[src/rtl/core/mct_pkg.sv]
// mct_pkg: shared types, constants and helpers of the midi clock transport core
// no dependencies; imported by every module under rtl/core
`timescale 1ns / 1ps

package mct_pkg;

    localparam int CMD_W    = 2;
    localparam int EXT_W    = 2;
    localparam int FRAMES_W = 13;
    localparam int OFF_W    = 12;
    localparam int CNT_W    = 8;
    localparam int WIDE_W   = 32;
    localparam int PLEN_W   = 16;
    localparam int POS_W    = PLEN_W + 1;
    localparam int NEV_W    = 6;
    localparam int IDX_W    = 2;
    localparam int CFGD_W   = 16;

    localparam int DEF_MAX_FRAMES  = 4096;
    localparam int DEF_QUEUE_DEPTH = 2;
    localparam int N_MAX_EV        = 33;

    localparam logic [PLEN_W-1:0] MIN_PULSE_LEN = 16'd128;

    // host commands
    localparam logic [CMD_W-1:0] CMD_NONE  = 2'd0;
    localparam logic [CMD_W-1:0] CMD_START = 2'd1;
    localparam logic [CMD_W-1:0] CMD_CONT  = 2'd2;
    localparam logic [CMD_W-1:0] CMD_STOP  = 2'd3;

    // external transport states
    localparam logic [EXT_W-1:0] EXT_STOPPED = 2'd0;
    localparam logic [EXT_W-1:0] EXT_ROLLING = 2'd1;

    // midi realtime bytes
    localparam logic [7:0] MIDI_NONE  = 8'h00;
    localparam logic [7:0] MIDI_CLOCK = 8'hF8;
    localparam logic [7:0] MIDI_START = 8'hFA;
    localparam logic [7:0] MIDI_CONT  = 8'hFB;
    localparam logic [7:0] MIDI_STOP  = 8'hFC;

    // register indexes and reset values
    localparam logic [IDX_W-1:0] REG_PULSE_LEN = 2'd0;
    localparam logic [IDX_W-1:0] REG_PPB       = 2'd1;
    localparam logic [IDX_W-1:0] REG_BPB       = 2'd2;
    localparam logic [IDX_W-1:0] REG_FOLLOW    = 2'd3;

    localparam logic [PLEN_W-1:0] RST_PULSE_LEN = 16'd1000;
    localparam logic [CNT_W-1:0]  RST_PPB       = 8'd24;
    localparam logic [CNT_W-1:0]  RST_BPB       = 8'd4;

    typedef struct packed {
        logic [PLEN_W-1:0] pulse_len;
        logic [CNT_W-1:0]  ppb;
        logic [CNT_W-1:0]  bpb;
        logic              follow;
    } t_cfg;

    typedef struct packed {
        logic [CMD_W-1:0]    cmd;
        logic [FRAMES_W-1:0] frames;
        logic                running;
    } t_job;

    typedef struct packed {
        logic              has_cmd;
        logic [7:0]        cmd_byte;
        logic [OFF_W-1:0]  pos0;
        logic [NEV_W-1:0]  npulse;
        logic [OFF_W-1:0]  plen;
        logic              running;
        logic [CNT_W-1:0]  pulse_ctr;
        logic [CNT_W-1:0]  beat_ctr;
        logic [WIDE_W-1:0] bar_ctr;
        logic [WIDE_W-1:0] last_pulse;
        logic [WIDE_W-1:0] beat_pos;
    } t_snap;

    function automatic logic [7:0] cmd_byte(input logic [CMD_W-1:0] cmd);
        logic [7:0] b;
        case (cmd)
            CMD_START: b = MIDI_START;
            CMD_CONT:  b = MIDI_CONT;
            CMD_STOP:  b = MIDI_STOP;
            default:   b = MIDI_NONE;
        endcase
        return b;
    endfunction

endpackage

[src/rtl/core/mct_front.sv]
// mct_front: configuration registers, command gating and follow-mode override
// depends on mct_pkg; pushes one classified job per accepted buffer
`timescale 1ns / 1ps

module mct_front import mct_pkg::*; #(
    parameter int MAX_FRAMES = DEF_MAX_FRAMES
) (
    input  logic                i_clk,
    input  logic                i_rst_n,
    input  logic                i_cfg_valid,
    output logic                o_cfg_ready,
    input  logic [IDX_W-1:0]    i_cfg_index,
    input  logic [CFGD_W-1:0]   i_cfg_data,
    input  logic                i_valid,
    output logic                o_ready,
    input  logic [CMD_W-1:0]    i_command,
    input  logic [FRAMES_W-1:0] i_frames,
    input  logic [EXT_W-1:0]    i_ext_state,
    output t_job                o_job,
    output logic                o_job_valid,
    input  logic                i_job_ready,
    output t_cfg                o_cfg
);

    localparam logic [FRAMES_W-1:0] FRAMES_CAP = FRAMES_W'(MAX_FRAMES);

    t_cfg             r_cfg;
    logic             r_running;
    logic [EXT_W-1:0] r_prev_ext;
    logic             n_running;
    logic [EXT_W-1:0] n_prev_ext;
    logic [CMD_W-1:0] cmd;
    logic             ext_change;
    logic             accept;

    assign o_cfg_ready = 1'b1;
    assign o_cfg       = r_cfg;
    assign o_ready     = i_job_ready;
    assign o_job_valid = i_valid;
    assign accept      = i_valid && i_job_ready;
    assign ext_change  = r_cfg.follow && (i_ext_state != r_prev_ext);

    always_comb begin
        cmd = i_command;
        if ((cmd == CMD_START) || (cmd == CMD_CONT)) begin
            if (r_running) cmd = CMD_NONE;
        end else if (cmd == CMD_STOP) begin
            if (!r_running) cmd = CMD_NONE;
        end
        // external state change wins over the host request
        n_prev_ext = r_prev_ext;
        if (ext_change) begin
            n_prev_ext = i_ext_state;
            case (i_ext_state)
                EXT_STOPPED: cmd = CMD_STOP;
                EXT_ROLLING: cmd = CMD_START;
                default:     cmd = CMD_NONE;
            endcase
        end
        case (cmd)
            CMD_START: n_running = 1'b1;
            CMD_CONT:  n_running = 1'b1;
            CMD_STOP:  n_running = 1'b0;
            default:   n_running = r_running;
        endcase
    end

    always_comb begin
        o_job.cmd     = cmd;
        o_job.frames  = (i_frames > FRAMES_CAP) ? FRAMES_CAP : i_frames;
        o_job.running = n_running;
    end

    always_ff @(posedge i_clk) begin
        if (!i_rst_n) begin
            r_cfg.pulse_len <= RST_PULSE_LEN;
            r_cfg.ppb       <= RST_PPB;
            r_cfg.bpb       <= RST_BPB;
            r_cfg.follow    <= 1'b0;
            r_running       <= 1'b0;
            r_prev_ext      <= EXT_STOPPED;
        end else begin
            if (i_cfg_valid) begin
                case (i_cfg_index)
                    REG_PULSE_LEN: r_cfg.pulse_len <= i_cfg_data[PLEN_W-1:0];
                    REG_PPB:       r_cfg.ppb       <= i_cfg_data[CNT_W-1:0];
                    REG_BPB:       r_cfg.bpb       <= i_cfg_data[CNT_W-1:0];
                    REG_FOLLOW:    r_cfg.follow    <= i_cfg_data[0];
                    default: ;
                endcase
            end
            if (accept) begin
                r_running  <= n_running;
                r_prev_ext <= n_prev_ext;
            end
        end
    end

    a_start_runs: assert property (@(posedge i_clk) disable iff (!i_rst_n)
        (accept && (o_job.cmd == CMD_START)) |=> r_running)
        else $error("transport not running after an accepted start");

    a_prev_follow: assert property (@(posedge i_clk) disable iff (!i_rst_n)
        (accept && !r_cfg.follow) |=> $stable(r_prev_ext))
        else $error("external state tracked outside follow mode");

endmodule

[src/rtl/core/mct_queue.sv]
// mct_queue: small register fifo of classified jobs between front and pulse unit
// depends on mct_pkg for the job type
`timescale 1ns / 1ps

module mct_queue import mct_pkg::*; #(
    parameter int DEPTH = DEF_QUEUE_DEPTH
) (
    input  logic i_clk,
    input  logic i_rst_n,
    input  t_job i_data,
    input  logic i_valid,
    output logic o_ready,
    output t_job o_data,
    output logic o_valid,
    input  logic i_ready
);

    localparam int AW = (DEPTH > 1) ? $clog2(DEPTH) : 1;
    localparam int CW = $clog2(DEPTH + 1);
    localparam logic [AW-1:0] LAST = AW'(DEPTH - 1);

    t_job          r_mem [DEPTH];
    logic [AW-1:0] r_wr;
    logic [AW-1:0] r_rd;
    logic [CW-1:0] r_cnt;
    logic          push;
    logic          pop;

    assign o_ready = (r_cnt != CW'(DEPTH));
    assign o_valid = (r_cnt != '0);
    assign o_data  = r_mem[r_rd];
    assign push    = i_valid && o_ready;
    assign pop     = o_valid && i_ready;

    always_ff @(posedge i_clk) begin
        if (push) r_mem[r_wr] <= i_data;
    end

    always_ff @(posedge i_clk) begin
        if (!i_rst_n) begin
            r_wr  <= '0;
            r_rd  <= '0;
            r_cnt <= '0;
        end else begin
            if (push) r_wr <= (r_wr == LAST) ? '0 : r_wr + 1'b1;
            if (pop)  r_rd <= (r_rd == LAST) ? '0 : r_rd + 1'b1;
            case ({push, pop})
                2'b10:   r_cnt <= r_cnt + 1'b1;
                2'b01:   r_cnt <= r_cnt - 1'b1;
                default: r_cnt <= r_cnt;
            endcase
        end
    end

    a_cnt_bound: assert property (@(posedge i_clk) disable iff (!i_rst_n)
        r_cnt <= CW'(DEPTH))
        else $error("job queue overfilled");

endmodule

[src/rtl/core/mct_pulse.sv]
// mct_pulse: transport counters; walks the pulse positions of one buffer, one per cycle
// depends on mct_pkg; hands a snapshot of the final status to mct_emit
`timescale 1ns / 1ps

module mct_pulse import mct_pkg::*; (
    input  logic  i_clk,
    input  logic  i_rst_n,
    input  t_cfg  i_cfg,
    input  t_job  i_job,
    input  logic  i_job_valid,
    output logic  o_job_ready,
    output t_snap o_snap,
    output logic  o_snap_valid,
    input  logic  i_snap_ready
);

    localparam logic [1:0] S_IDLE = 2'd0;
    localparam logic [1:0] S_RUN  = 2'd1;
    localparam logic [1:0] S_HAND = 2'd2;

    logic [1:0]          r_state,       n_state;
    logic [PLEN_W-1:0]   r_next_pulse,  n_next_pulse;
    logic [CNT_W-1:0]    r_pulse_ctr,   n_pulse_ctr;
    logic [CNT_W-1:0]    r_beat_ctr,    n_beat_ctr;
    logic [WIDE_W-1:0]   r_bar_ctr,     n_bar_ctr;
    logic [WIDE_W-1:0]   r_last_pulse,  n_last_pulse;
    logic [WIDE_W-1:0]   r_beat_offset, n_beat_offset;
    logic [POS_W-1:0]    r_pos,         n_pos;
    logic [OFF_W-1:0]    r_pos0,        n_pos0;
    logic [NEV_W-1:0]    r_nev,         n_nev;
    logic                r_pulsed,      n_pulsed;
    logic [FRAMES_W-1:0] r_frames,      n_frames;
    logic                r_run,         n_run;
    logic [CMD_W-1:0]    r_cmd,         n_cmd;

    logic [PLEN_W-1:0] plen;
    logic [PLEN_W-1:0] start_np;
    logic [CNT_W:0]    pc1;
    logic [CNT_W:0]    bc1;
    logic              step;
    logic              has_cmd;

    assign plen = (i_cfg.pulse_len < MIN_PULSE_LEN) ? MIN_PULSE_LEN : i_cfg.pulse_len;
    assign o_job_ready  = (r_state == S_IDLE);
    assign o_snap_valid = (r_state == S_HAND);
    assign has_cmd      = (r_cmd != CMD_NONE);
    assign pc1  = {1'b0, r_pulse_ctr} + 1'b1;
    assign bc1  = {1'b0, r_beat_ctr} + 1'b1;
    assign step = r_run && (r_pos < POS_W'(r_frames)) && (r_nev < NEV_W'(N_MAX_EV));

    always_comb begin
        n_state       = r_state;
        n_next_pulse  = r_next_pulse;
        n_pulse_ctr   = r_pulse_ctr;
        n_beat_ctr    = r_beat_ctr;
        n_bar_ctr     = r_bar_ctr;
        n_last_pulse  = r_last_pulse;
        n_beat_offset = r_beat_offset;
        n_pos         = r_pos;
        n_pos0        = r_pos0;
        n_nev         = r_nev;
        n_pulsed      = r_pulsed;
        n_frames      = r_frames;
        n_run         = r_run;
        n_cmd         = r_cmd;
        start_np      = r_next_pulse;
        case (r_state)
            S_IDLE: begin
                if (i_job_valid) begin
                    if (i_job.cmd == CMD_START) begin
                        n_bar_ctr   = '0;
                        n_beat_ctr  = '0;
                        n_pulse_ctr = '0;
                        start_np    = '0;
                    end
                    n_next_pulse  = start_np;
                    n_beat_offset = r_beat_offset + WIDE_W'(i_job.frames);
                    n_pos         = {1'b0, start_np};
                    n_pos0        = start_np[OFF_W-1:0];
                    n_nev         = (i_job.cmd != CMD_NONE) ? NEV_W'(1) : '0;
                    n_pulsed      = 1'b0;
                    n_frames      = i_job.frames;
                    n_run         = i_job.running;
                    n_cmd         = i_job.cmd;
                    n_state       = S_RUN;
                end
            end
            S_RUN: begin
                if (step) begin
                    n_last_pulse = WIDE_W'(r_pos);
                    if (pc1 >= {1'b0, i_cfg.ppb}) begin
                        n_pulse_ctr   = '0;
                        n_beat_offset = WIDE_W'(r_pos);
                        if (bc1 >= {1'b0, i_cfg.bpb}) begin
                            n_beat_ctr = '0;
                            n_bar_ctr  = r_bar_ctr + 1'b1;
                        end else begin
                            n_beat_ctr = bc1[CNT_W-1:0];
                        end
                    end else begin
                        n_pulse_ctr = pc1[CNT_W-1:0];
                    end
                    n_nev    = r_nev + 1'b1;
                    n_pos    = r_pos + POS_W'(plen);
                    n_pulsed = 1'b1;
                end else begin
                    if (r_run) begin
                        // carry the remainder of the pulse period into the next buffer
                        n_next_pulse = (r_pos >= POS_W'(r_frames))
                                     ? PLEN_W'(r_pos - POS_W'(r_frames)) : '0;
                        if (!r_pulsed) n_last_pulse = r_last_pulse + WIDE_W'(r_frames);
                    end
                    n_state = S_HAND;
                end
            end
            S_HAND: begin
                if (i_snap_ready) n_state = S_IDLE;
            end
            default: n_state = S_IDLE;
        endcase
    end

    always_comb begin
        o_snap.has_cmd    = has_cmd;
        o_snap.cmd_byte   = cmd_byte(r_cmd);
        o_snap.pos0       = r_pos0;
        o_snap.npulse     = r_nev - NEV_W'(has_cmd);
        o_snap.plen       = plen[OFF_W-1:0];
        o_snap.running    = r_run;
        o_snap.pulse_ctr  = r_pulse_ctr;
        o_snap.beat_ctr   = r_beat_ctr;
        o_snap.bar_ctr    = r_bar_ctr;
        o_snap.last_pulse = r_last_pulse;
        o_snap.beat_pos   = r_beat_offset;
    end

    always_ff @(posedge i_clk) begin
        if (!i_rst_n) begin
            r_state       <= S_IDLE;
            r_next_pulse  <= '0;
            r_pulse_ctr   <= '0;
            r_beat_ctr    <= '0;
            r_bar_ctr     <= '0;
            r_last_pulse  <= '0;
            r_beat_offset <= '0;
            r_nev         <= '0;
            r_pulsed      <= 1'b0;
            r_run         <= 1'b0;
            r_cmd         <= CMD_NONE;
        end else begin
            r_state       <= n_state;
            r_next_pulse  <= n_next_pulse;
            r_pulse_ctr   <= n_pulse_ctr;
            r_beat_ctr    <= n_beat_ctr;
            r_bar_ctr     <= n_bar_ctr;
            r_last_pulse  <= n_last_pulse;
            r_beat_offset <= n_beat_offset;
            r_nev         <= n_nev;
            r_pulsed      <= n_pulsed;
            r_run         <= n_run;
            r_cmd         <= n_cmd;
        end
    end

    always_ff @(posedge i_clk) begin
        r_pos    <= n_pos;
        r_pos0   <= n_pos0;
        r_frames <= n_frames;
    end

    a_nev_bound: assert property (@(posedge i_clk) disable iff (!i_rst_n)
        r_nev <= NEV_W'(N_MAX_EV))
        else $error("more events than a buffer can carry");

    a_hand_done: assert property (@(posedge i_clk) disable iff (!i_rst_n)
        (r_state == S_RUN && !step) |=> (r_state == S_HAND))
        else $error("pulse walk finished without handing off");

endmodule

[src/rtl/core/mct_emit.sv]
// mct_emit: output stage; plays one buffer's command and clock events to the result channel
// depends on mct_pkg; offsets of clocks are rebuilt from the first position and the period
`timescale 1ns / 1ps

module mct_emit import mct_pkg::*; (
    input  logic              i_clk,
    input  logic              i_rst_n,
    input  t_snap             i_snap,
    input  logic              i_snap_valid,
    output logic              o_snap_ready,
    output logic              o_valid,
    input  logic              i_ready,
    output logic              o_has_event,
    output logic [7:0]        o_midi_byte,
    output logic [OFF_W-1:0]  o_event_offset,
    output logic              o_running,
    output logic [CNT_W-1:0]  o_pulse_count,
    output logic [CNT_W-1:0]  o_beat_count,
    output logic [WIDE_W-1:0] o_bar_count,
    output logic [WIDE_W-1:0] o_last_pulse_pos,
    output logic [WIDE_W-1:0] o_beat_pos,
    output logic              o_last_of_run
);

    logic             r_active;
    logic             r_cmd_pend;
    logic [NEV_W-1:0] r_left;
    logic [OFF_W-1:0] r_epos;
    t_snap            r_snap;
    logic             last;
    logic             take;
    logic             load;
    logic             clk_pend;

    assign clk_pend = (r_left != '0);
    assign last     = r_cmd_pend ? !clk_pend : (r_left <= NEV_W'(1));
    assign take     = r_active && i_ready;
    assign o_snap_ready = !r_active || (i_ready && last);
    assign load     = i_snap_valid && o_snap_ready;

    assign o_valid          = r_active;
    assign o_has_event      = r_cmd_pend || clk_pend;
    assign o_midi_byte      = r_cmd_pend ? r_snap.cmd_byte : (clk_pend ? MIDI_CLOCK : MIDI_NONE);
    assign o_event_offset   = (!r_cmd_pend && clk_pend) ? r_epos : '0;
    assign o_running        = r_snap.running;
    assign o_pulse_count    = r_snap.pulse_ctr;
    assign o_beat_count     = r_snap.beat_ctr;
    assign o_bar_count      = r_snap.bar_ctr;
    assign o_last_pulse_pos = r_snap.last_pulse;
    assign o_beat_pos       = r_snap.beat_pos;
    assign o_last_of_run    = last;

    always_ff @(posedge i_clk) begin
        if (!i_rst_n) begin
            r_active   <= 1'b0;
            r_cmd_pend <= 1'b0;
            r_left     <= '0;
        end else if (load) begin
            r_active   <= 1'b1;
            r_cmd_pend <= i_snap.has_cmd;
            r_left     <= i_snap.npulse;
        end else if (take) begin
            if (last) begin
                r_active <= 1'b0;
            end else if (r_cmd_pend) begin
                r_cmd_pend <= 1'b0;
            end else begin
                r_left <= r_left - 1'b1;
            end
        end
    end

    // offsets stay below the buffer length, so 12-bit wraparound is harmless
    always_ff @(posedge i_clk) begin
        if (load) begin
            r_snap <= i_snap;
            r_epos <= i_snap.pos0;
        end else if (take && !r_cmd_pend && clk_pend) begin
            r_epos <= r_epos + r_snap.plen;
        end
    end

    a_empty_is_last: assert property (@(posedge i_clk) disable iff (!i_rst_n)
        (o_valid && !o_has_event) |-> o_last_of_run)
        else $error("event-free result not marked last");

    a_last_frees: assert property (@(posedge i_clk) disable iff (!i_rst_n)
        (take && last && !i_snap_valid) |=> !r_active)
        else $error("output stage stayed busy after the last transaction");

endmodule

[src/rtl/core/midi_clock_transport_core.sv]
// midi_clock_transport_core: top level of the midi beat clock generator
// depends on mct_pkg, mct_front, mct_queue, mct_pulse and mct_emit
`timescale 1ns / 1ps

// Usage: one input transaction per audio buffer (command, frames, ext_state).
// Results come out one transaction per event: an accepted start, continue or
// stop byte at offset 0 first, then one 0xF8 clock per pulse position in the
// buffer. A buffer with no event yields a single result with has_event low.
// Every result carries the transport status after the whole buffer, and
// last_of_run marks the final result of each buffer.
// Configuration writes (pulse length, pulses per beat, bar length,
// follow mode) are taken in any cycle and belong to idle periods.
// Steps: the pulse unit loads a buffer, walks its n clock pulses one per
// cycle (n is at most 33, 32 with a command), closes the walk and hands
// off, waiting while the output stage is busy. The first result is offered
// once the hand-off is taken; then one result per cycle while the receiver
// is ready. The pulse walk is the limit; a new buffer waits for the hand-off.
// A two-entry job queue lets new buffers be accepted while results stall.
// Reset (synchronous, active low) restores the register defaults and clears
// the transport to idle with all counters zero; no clearing pass is needed.
// A stalled receiver holds the current result and, once the queue fills,
// backpressures the input channel.

module midi_clock_transport_core import mct_pkg::*; #(
    parameter int MAX_FRAMES  = DEF_MAX_FRAMES,
    parameter int QUEUE_DEPTH = DEF_QUEUE_DEPTH
) (
    input  logic                i_clk,
    input  logic                i_rst_n,
    input  logic                i_cfg_valid,
    output logic                o_cfg_ready,
    input  logic [IDX_W-1:0]    i_cfg_index,
    input  logic [CFGD_W-1:0]   i_cfg_data,
    input  logic                i_valid,
    output logic                o_ready,
    input  logic [CMD_W-1:0]    i_command,
    input  logic [FRAMES_W-1:0] i_frames,
    input  logic [EXT_W-1:0]    i_ext_state,
    output logic                o_valid,
    input  logic                i_ready,
    output logic                o_has_event,
    output logic [7:0]          o_midi_byte,
    output logic [OFF_W-1:0]    o_event_offset,
    output logic                o_running,
    output logic [CNT_W-1:0]    o_pulse_count,
    output logic [CNT_W-1:0]    o_beat_count,
    output logic [WIDE_W-1:0]   o_bar_count,
    output logic [WIDE_W-1:0]   o_last_pulse_pos,
    output logic [WIDE_W-1:0]   o_beat_pos,
    output logic                o_last_of_run
);

    t_cfg  cfg;
    t_job  fr_job;
    logic  fr_valid;
    logic  fr_ready;
    t_job  q_job;
    logic  q_valid;
    logic  q_ready;
    t_snap snap;
    logic  snap_valid;
    logic  snap_ready;

    mct_front #(
        .MAX_FRAMES (MAX_FRAMES)
    ) u_front (
        .i_clk       (i_clk),
        .i_rst_n     (i_rst_n),
        .i_cfg_valid (i_cfg_valid),
        .o_cfg_ready (o_cfg_ready),
        .i_cfg_index (i_cfg_index),
        .i_cfg_data  (i_cfg_data),
        .i_valid     (i_valid),
        .o_ready     (o_ready),
        .i_command   (i_command),
        .i_frames    (i_frames),
        .i_ext_state (i_ext_state),
        .o_job       (fr_job),
        .o_job_valid (fr_valid),
        .i_job_ready (fr_ready),
        .o_cfg       (cfg)
    );

    mct_queue #(
        .DEPTH (QUEUE_DEPTH)
    ) u_queue (
        .i_clk   (i_clk),
        .i_rst_n (i_rst_n),
        .i_data  (fr_job),
        .i_valid (fr_valid),
        .o_ready (fr_ready),
        .o_data  (q_job),
        .o_valid (q_valid),
        .i_ready (q_ready)
    );

    mct_pulse u_pulse (
        .i_clk        (i_clk),
        .i_rst_n      (i_rst_n),
        .i_cfg        (cfg),
        .i_job        (q_job),
        .i_job_valid  (q_valid),
        .o_job_ready  (q_ready),
        .o_snap       (snap),
        .o_snap_valid (snap_valid),
        .i_snap_ready (snap_ready)
    );

    mct_emit u_emit (
        .i_clk            (i_clk),
        .i_rst_n          (i_rst_n),
        .i_snap           (snap),
        .i_snap_valid     (snap_valid),
        .o_snap_ready     (snap_ready),
        .o_valid          (o_valid),
        .i_ready          (i_ready),
        .o_has_event      (o_has_event),
        .o_midi_byte      (o_midi_byte),
        .o_event_offset   (o_event_offset),
        .o_running        (o_running),
        .o_pulse_count    (o_pulse_count),
        .o_beat_count     (o_beat_count),
        .o_bar_count      (o_bar_count),
        .o_last_pulse_pos (o_last_pulse_pos),
        .o_beat_pos       (o_beat_pos),
        .o_last_of_run    (o_last_of_run)
    );

endmodule
[config.mk]
export PLATFORM = sky130hd
export DESIGN_NAME = midi_clock_transport_core
export DESIGN_NICKNAME = d
export VERILOG_FILES = /design/src/rtl/core/mct_pkg.sv /design/src/rtl/core/mct_front.sv /design/src/rtl/core/mct_queue.sv /design/src/rtl/core/mct_pulse.sv /design/src/rtl/core/mct_emit.sv /design/src/rtl/core/midi_clock_transport_core.sv
export SDC_FILE = /design/constraint.sdc
export NUM_CORES = 1
export LEC_CHECK = 0
export ABC_CLOCK_PERIOD_IN_PS = 6530
export BUFFER_PORTS_ARGS = -buffer_cell sky130_fd_sc_hd__buf_2
export CORE_AREA = 5 5 235 237
export DETAILED_ROUTE_END_ITERATION = 8
export DIE_AREA = 0 0 240 242
export PLACE_DENSITY = 0.68
export SYNTH_ARGS = -nofsm -noshare
export SYNTH_HDL_FRONTEND = slang
export SYNTH_HIERARCHICAL = 1
export SYNTH_SLANG_ARGS = --single-unit
[constraint.sdc]
create_clock -name i_clk -period 6.53 [get_ports i_clk]
set_input_delay 1.306 -clock i_clk [delete_from_list [all_inputs] [get_ports i_clk]]
set_output_delay 1.306 -clock i_clk [all_outputs]
set_load 0.05 [all_outputs]
After elaboration in Yosys (flattened, before gate mapping)
Memories as Yosys holds them, arrays and structs flattened. A register that Yosys moved wholly into a read port is not among the register bits.
Cells that the tools add are included.
{"block": "classes", "n_addsub": 15, "n_lt_le_gt_ge": 8, "n_eq_ne": 31, "mux": 75, "reduce_logical": 48}
{"op": "32-bit two-way mux", "count": 11}
{"op": "32-bit one-hot mux with 2 select lines", "count": 2}
{"op": "16-bit two-way mux", "count": 6}
{"op": "8-bit two-way mux", "count": 9}
{"op": "32-bit by 13-bit adder with 32-bit output", "count": 2}
{"op": "12-bit two-way mux", "count": 3}
{"op": "6-bit two-way mux", "count": 6}
{"op": "17-bit two-way mux", "count": 2}
{"op": "17-bit one-hot mux with 2 select lines", "count": 1}
{"op": "32-bit by 1-bit adder with 32-bit output (second input constant)", "count": 1}
{"op": "16-bit one-hot mux with 2 select lines", "count": 1}
{"op": "8-bit one-hot mux with 2 select lines", "count": 2}
{"op": "8-bit one-hot mux with 3 select lines", "count": 1}
{"op": "2-bit equality test (second input constant)", "count": 10}
{"op": "8-bit by 1-bit adder with 9-bit output (second input constant)", "count": 2}
{"op": "9-bit by 8-bit >= comparator with 1-bit output", "count": 2}
{"op": "2-bit nonzero test", "count": 9}
{"op": "17-bit by 16-bit adder with 17-bit output", "count": 1}
{"op": "17-bit by 13-bit >= comparator with 1-bit output", "count": 1}
{"op": "17-bit by 13-bit < comparator with 1-bit output", "count": 1}
{"op": "2-bit by 1-bit equality test with 1-bit output (second input constant)", "count": 8}
{"op": "16-bit by 8-bit < comparator with 1-bit output (second input constant)", "count": 1}
{"op": "1-bit two-way mux", "count": 16}
{"op": "2-bit two-way mux", "count": 8}
{"op": "other kinds (30)", "count": 71}
{"block": "word_totals", "reg_bits": 375, "mem_bits_rw": 32, "input_bits": 40, "output_inout_bits": 138, "wordCells": 213, "memories": 1}
{"memory": "u_queue.r_mem", "depth": 2, "width": 16, "rd": 1, "rd_ports_with_merged_regs": 1, "wr": 1, "line_no": "mct_queue.sv:22", "rtl": "t_job r_mem [DEPTH];"}

Depth between registers and ports, before layout
{"block": "depth", "word_depth": 8, "depth_mapped": 14, "ltp_nobuf": 14}

By module
Netlist, hierarchy kept.
{"module": "mct_pulse", "n_inst": 1, "cells_each": 1356, "area_each_um2": 11319.6, "seq_area_each_um2": 4063.9}
{"module": "mct_emit", "n_inst": 1, "cells_each": 454, "area_each_um2": 6567.5, "seq_area_each_um2": 4514.3}
{"module": "mct_front", "n_inst": 1, "cells_each": 185, "area_each_um2": 1611.5, "seq_area_each_um2": 720.7}
{"module": "mct_queue", "n_inst": 1, "cells_each": 74, "area_each_um2": 1386.3, "seq_area_each_um2": 1061.0}

Worst setup path before layout
No wires, ideal clock.
{"block": "synth_path", "path_type": "register -> output", "from": "register u_emit.r_left[2]", "to": "output port o_last_of_run", "arrival_ps": 2078, "t_required_ps": 5224, "setup_slack_ps": 3146, "stages_incl_launch_ff": 3, "path_buffers": 0, "cell_sequence": "dfxtp_1 > or4_4 > nor3_1"}
{"block": "synth_between", "elab_chain_cells": 3, "word_cells_on_any_way": 4, "cone_classes": "order compare: 1; mux: 1; reduce/logical: 2"}
{"element": "from (decl)", "line_no": "mct_emit.sv:27", "rtl": "logic [NEV_W-1:0] r_left;"}
{"element": "from (signal assigned)", "line_no": "mct_emit.sv:61", "rtl": "r_left <= i_snap.npulse;"}
{"element": "from (signal assigned)", "line_no": "mct_emit.sv:68", "rtl": "r_left <= r_left - 1'b1;"}
{"element": "parallel branches: the longest is 2 deep, another holds 6-bit by 1-bit <= comparator with 1-bit output"}
{"element": "1-bit two-way mux *", "line_no": "mct_emit.sv:36", "rtl": "assign last = r_cmd_pend ? !clk_pend : (r_left <= NEV_W'(1));"}
{"element": "to (decl)", "line_no": "midi_clock_transport_core.sv:50", "rtl": "output logic o_last_of_run"}
Every way passes the cells marked *.

Worst setup path in the final report
{"block": "layout_path", "from": "register u_pulse.r_pos[1]", "to": "register u_pulse.r_bar_ctr[21]"}
{"block": "layout_between", "elab_chain_cells": 5}
{"element": "from (decl)", "line_no": "mct_pulse.sv:28", "rtl": "logic [POS_W-1:0] r_pos, n_pos;"}
{"element": "from (signal assigned)", "line_no": "mct_pulse.sv:166", "rtl": "r_pos <= n_pos;"}
{"element": "17-bit by 13-bit < comparator with 1-bit output", "line_no": "mct_pulse.sv:49", "rtl": "assign step = r_run && (r_pos < POS_W'(r_frames)) && (r_nev < NEV_W'(N_MAX_EV));"}
{"element": "1-bit logical AND (2 in a row)", "line_no": "mct_pulse.sv:49"}
{"element": "2-bit by 1-bit != test with 1-bit output (no line)"}
{"element": "6-bit AND reduction (no line)"}
{"element": "to (signal assigned)", "line_no": "mct_pulse.sv:155", "rtl": "r_bar_ctr <= n_bar_ctr;"}
{"element": "to (decl)", "line_no": "mct_pulse.sv:25", "rtl": "logic [WIDE_W-1:0] r_bar_ctr, n_bar_ctr;"}
No other way between the ends.
A chain may end at the register's enable or synchronous reset.

==> out/qor.yml <==
vias_per_cell: 5.58
multiInputGateArea_sq_um: 9000
synth_edf_count: 219
area_growth_pct: 9.51
clk_latency_ns: 0.57
worstSetupPathType: "reg2reg"
gp_congestion: 0.885
cts_resized: 0
drt_iter0_markers: 1338
ys_warn_count: 6
cts.sinks: 408
drtAntennaViolNets: 0
rr_worst_depth: 10
placed_cells: 2758
startpoint_type: "flop"
layout_common_cells: "edfxtp_1, nand2_1, dfxtp_1"
synth.avg_cell_area_sq_um: 10.1
firstDrtPassIters: 5
n_antenna_cell: 0
rsz0062_at_grt: "no"
core-area_sq_um: 53100
setup_violations: 0
nNetsFinal: 2251
syn_inst: 2069
worstHoldPathCells: 0
cts-root-buf: "clkbuf_16"
r2r_slack_ns: 2.31
cts_hold_buf: 0
cpMaxStageDelayCell: "a2111oi_4"
post_cts_buffers: 0
crit_required_ns: 7.01
hold_viol: 0
die-area_sq_um: 58100
synth_top_area_cell: "edfxtp_1"
synth-main-ff-cell: "edfxtp_1"
crit_start: "u_pulse/r_pos[1]"
final_common_cell: "edfxtp_1"
grt_pass1_vias: 15200
p_per_area_nw_per_um2: 455
fin_ws_ns: 2.31
reg2reg_to: "u_pulse/r_bar_ctr[21]"
initial_core_util: 0.394
synth_area_leaders: "edfxtp_1, dfxtp_1, ha_1"
ys_types: 89
grt_max_degree: 133
hpwl_um: 40100
die_x_um: 240
post-place-ws_ns: 2.39
tns_ns: 0
grt_pass1_wl_um: 86700
drc: 0
fin_crit_sh: 0.646
synth_top_area_frac: 0.315
r2r-start: "u_pulse/r_pos[1]"
path_max_fanout: 23
synth-seq-cells: 408
slew_viol_final: 0
wl_um: 55800
fmax_mhz: 237
portBuffers: 176
ys_seq_area_frac: 0.496
fin_util: 0.431
fp.dieH_um: 242
htreeDepth: 2
cts_tree: "yes"
worstPathArrival_ns: 4.70
endpoint_kind: "flop"
regArea_sq_um: 10400
slowest_delay_ns: 1.08
worstMarginPinSlew_ns: 1.27
relSlewSlack: 0.147
design_power_total_mw: 10.4
skew_ns: 0.0221
ir_worst_vdd_mv: 0.408
fp-row-count: 85
syn_nets: 2213
period_needed_ns: 4.22
overflow: 0
track_usage: 0.185
hp-class: "reg2reg"
io_pins: 178
syn_area_sq_um: 20900
cts.path.max_buffers: 3
leakagePower_nw: 8.88
antenna_found_initial: 1
cts_buffers: 43
path_cells: "ha_1, nor2b_1, o31a_1, o21ai_1, a21oi_2, or3_1, buf_4, a2111oi_4, nand2_1, o31ai_1"
crit_path_end: "u_pulse/r_bar_ctr[21]"
drive_above_1_share: 0.147
async_flop_share: 0
cap_violations: 0
outcome: "finished clean"
vias: 15800
clk_pin_slew_ns: 0.06
fin_cells: 2837
wl_per_cell_um: 19.7
fill_cells: 4987
-- worst min path at each step --
stage,slack (ns),endpoint,start
2_1_floorplan,0.42,u_emit/o_beat_pos[31],u_pulse/r_beat_offset[31]
3_3_place_gp,0.45,u_emit/o_last_pulse_pos[31],u_pulse/r_last_pulse[31]
3_5_place_dp,0.45,u_pulse/r_next_pulse[4],u_pulse/r_next_pulse[4]
4_1_cts,0.47,u_emit/o_beat_pos[31],u_pulse/r_beat_offset[31]
5_1_grt,0.48,u_emit/o_last_pulse_pos[31],u_pulse/r_last_pulse[31]
6_report,0.47,u_emit/o_beat_pos[31],u_pulse/r_beat_offset[31]
-- state kept, by name (all words and copies together), names as in the netlist, 6 cells and up, named ones only --
name                     count
u_emit/o_bar_count          32
u_emit/o_beat_count          8
u_emit/o_beat_pos           32
u_emit/o_last_pulse_pos     32
u_emit/o_pulse_count         8
u_emit/r_epos               12
u_emit/r_left                6
u_emit/r_snap               20
u_front/o_cfg               33
u_pulse/r_bar_ctr           32
u_pulse/r_beat_ctr           8
u_pulse/r_beat_offset       32
u_pulse/r_frames            13
u_pulse/r_last_pulse        32
u_pulse/r_nev                6
u_pulse/r_next_pulse        16
u_pulse/r_pos               17
u_pulse/r_pos0              12
u_pulse/r_pulse_ctr          8
u_queue/r_mem               32
-- layout make-up --
cell class                      count  share of cell area
Sequential cell                   408               0.453
Multi-Input combinational cell   1383               0.393
Clock buffer                       65              0.0533
Timing Repair Buffer              192              0.0449
Tap cell                          696              0.0381
Inverter                           79              0.0130
Clock inverter                     14             0.00454
-- Yosys cell counts (all sizes together) (8+ instances only) --
cell / count
xnor2: 40
a311oi: 10
nor2: 125
a21oi: 132
mux2: 22
or4: 15
o21ai: 139
nor2b: 36
inv: 77
mux2i: 23
a211oi: 18
o31ai: 23
a22o: 15
nand3: 70
xor2: 32
nand3b: 8
nor3: 30
edfxtp: 219
nand2: 203
buf: 144
ha: 99
clkbuf: 55
nor3b: 12
and3: 34
and2: 39
a21o: 31
a31oi: 39
o211ai: 22
or3: 18
dfxtp: 189
o21a: 10
nand2b: 15
nand4: 16
-- power breakdown --
group / internal (mW) / switching, mW
sequential: 3.27 / 0.373
clock: 1.30 / 1.03
combinational: 1.36 / 3.07
-- through the flow --
stage | hold WS [ns] | area (sq um)
final | 0.466 | 22900
after global routing | 0.477 | 22900
after CTS | 0.469 | 22900
after detailed placement | 0.450 | 21500
after global placement | 0.449 | 21500
after floorplan | 0.417 | 20900
-- cells by family (layout without fill, tap and decap cells) --
kind of cell,count (synthesis),after routing,share of synthesized area
AOI/OAI and AO/OA,508,508,0.156
xor gates and xnor gates,72,72,0.0302
adders and majority gates,104,104,0.0641
buffers and inverters,278,350,0.0738
DFF,408,408,0.496
muxes,45,45,0.0229
other,1,1,0.000180
and+or+nand+nor,653,653,0.157
-- worst max-delay path: cells and delay by family, from the launching register on --
kind,cells,cell delay [ns]
flip-flops,1,0.53
buffers and inverters,1,0.25
adder cells (fa/ha/maj),1,0.36
AND/OR/NAND/NOR,3,0.72
AO/OA/AOI/OAI,5,2.25
-- per-layer routing --
layer,vias up,routed length (um),GRT usage
met1,7732,24700,0.254
met5,-,16,0
met2,520,26000,0.301
met3,99,3390,0.0320
met4,2,1650,0.0566
li1,7482,-,-
Power figures use the tool's default switching activity.
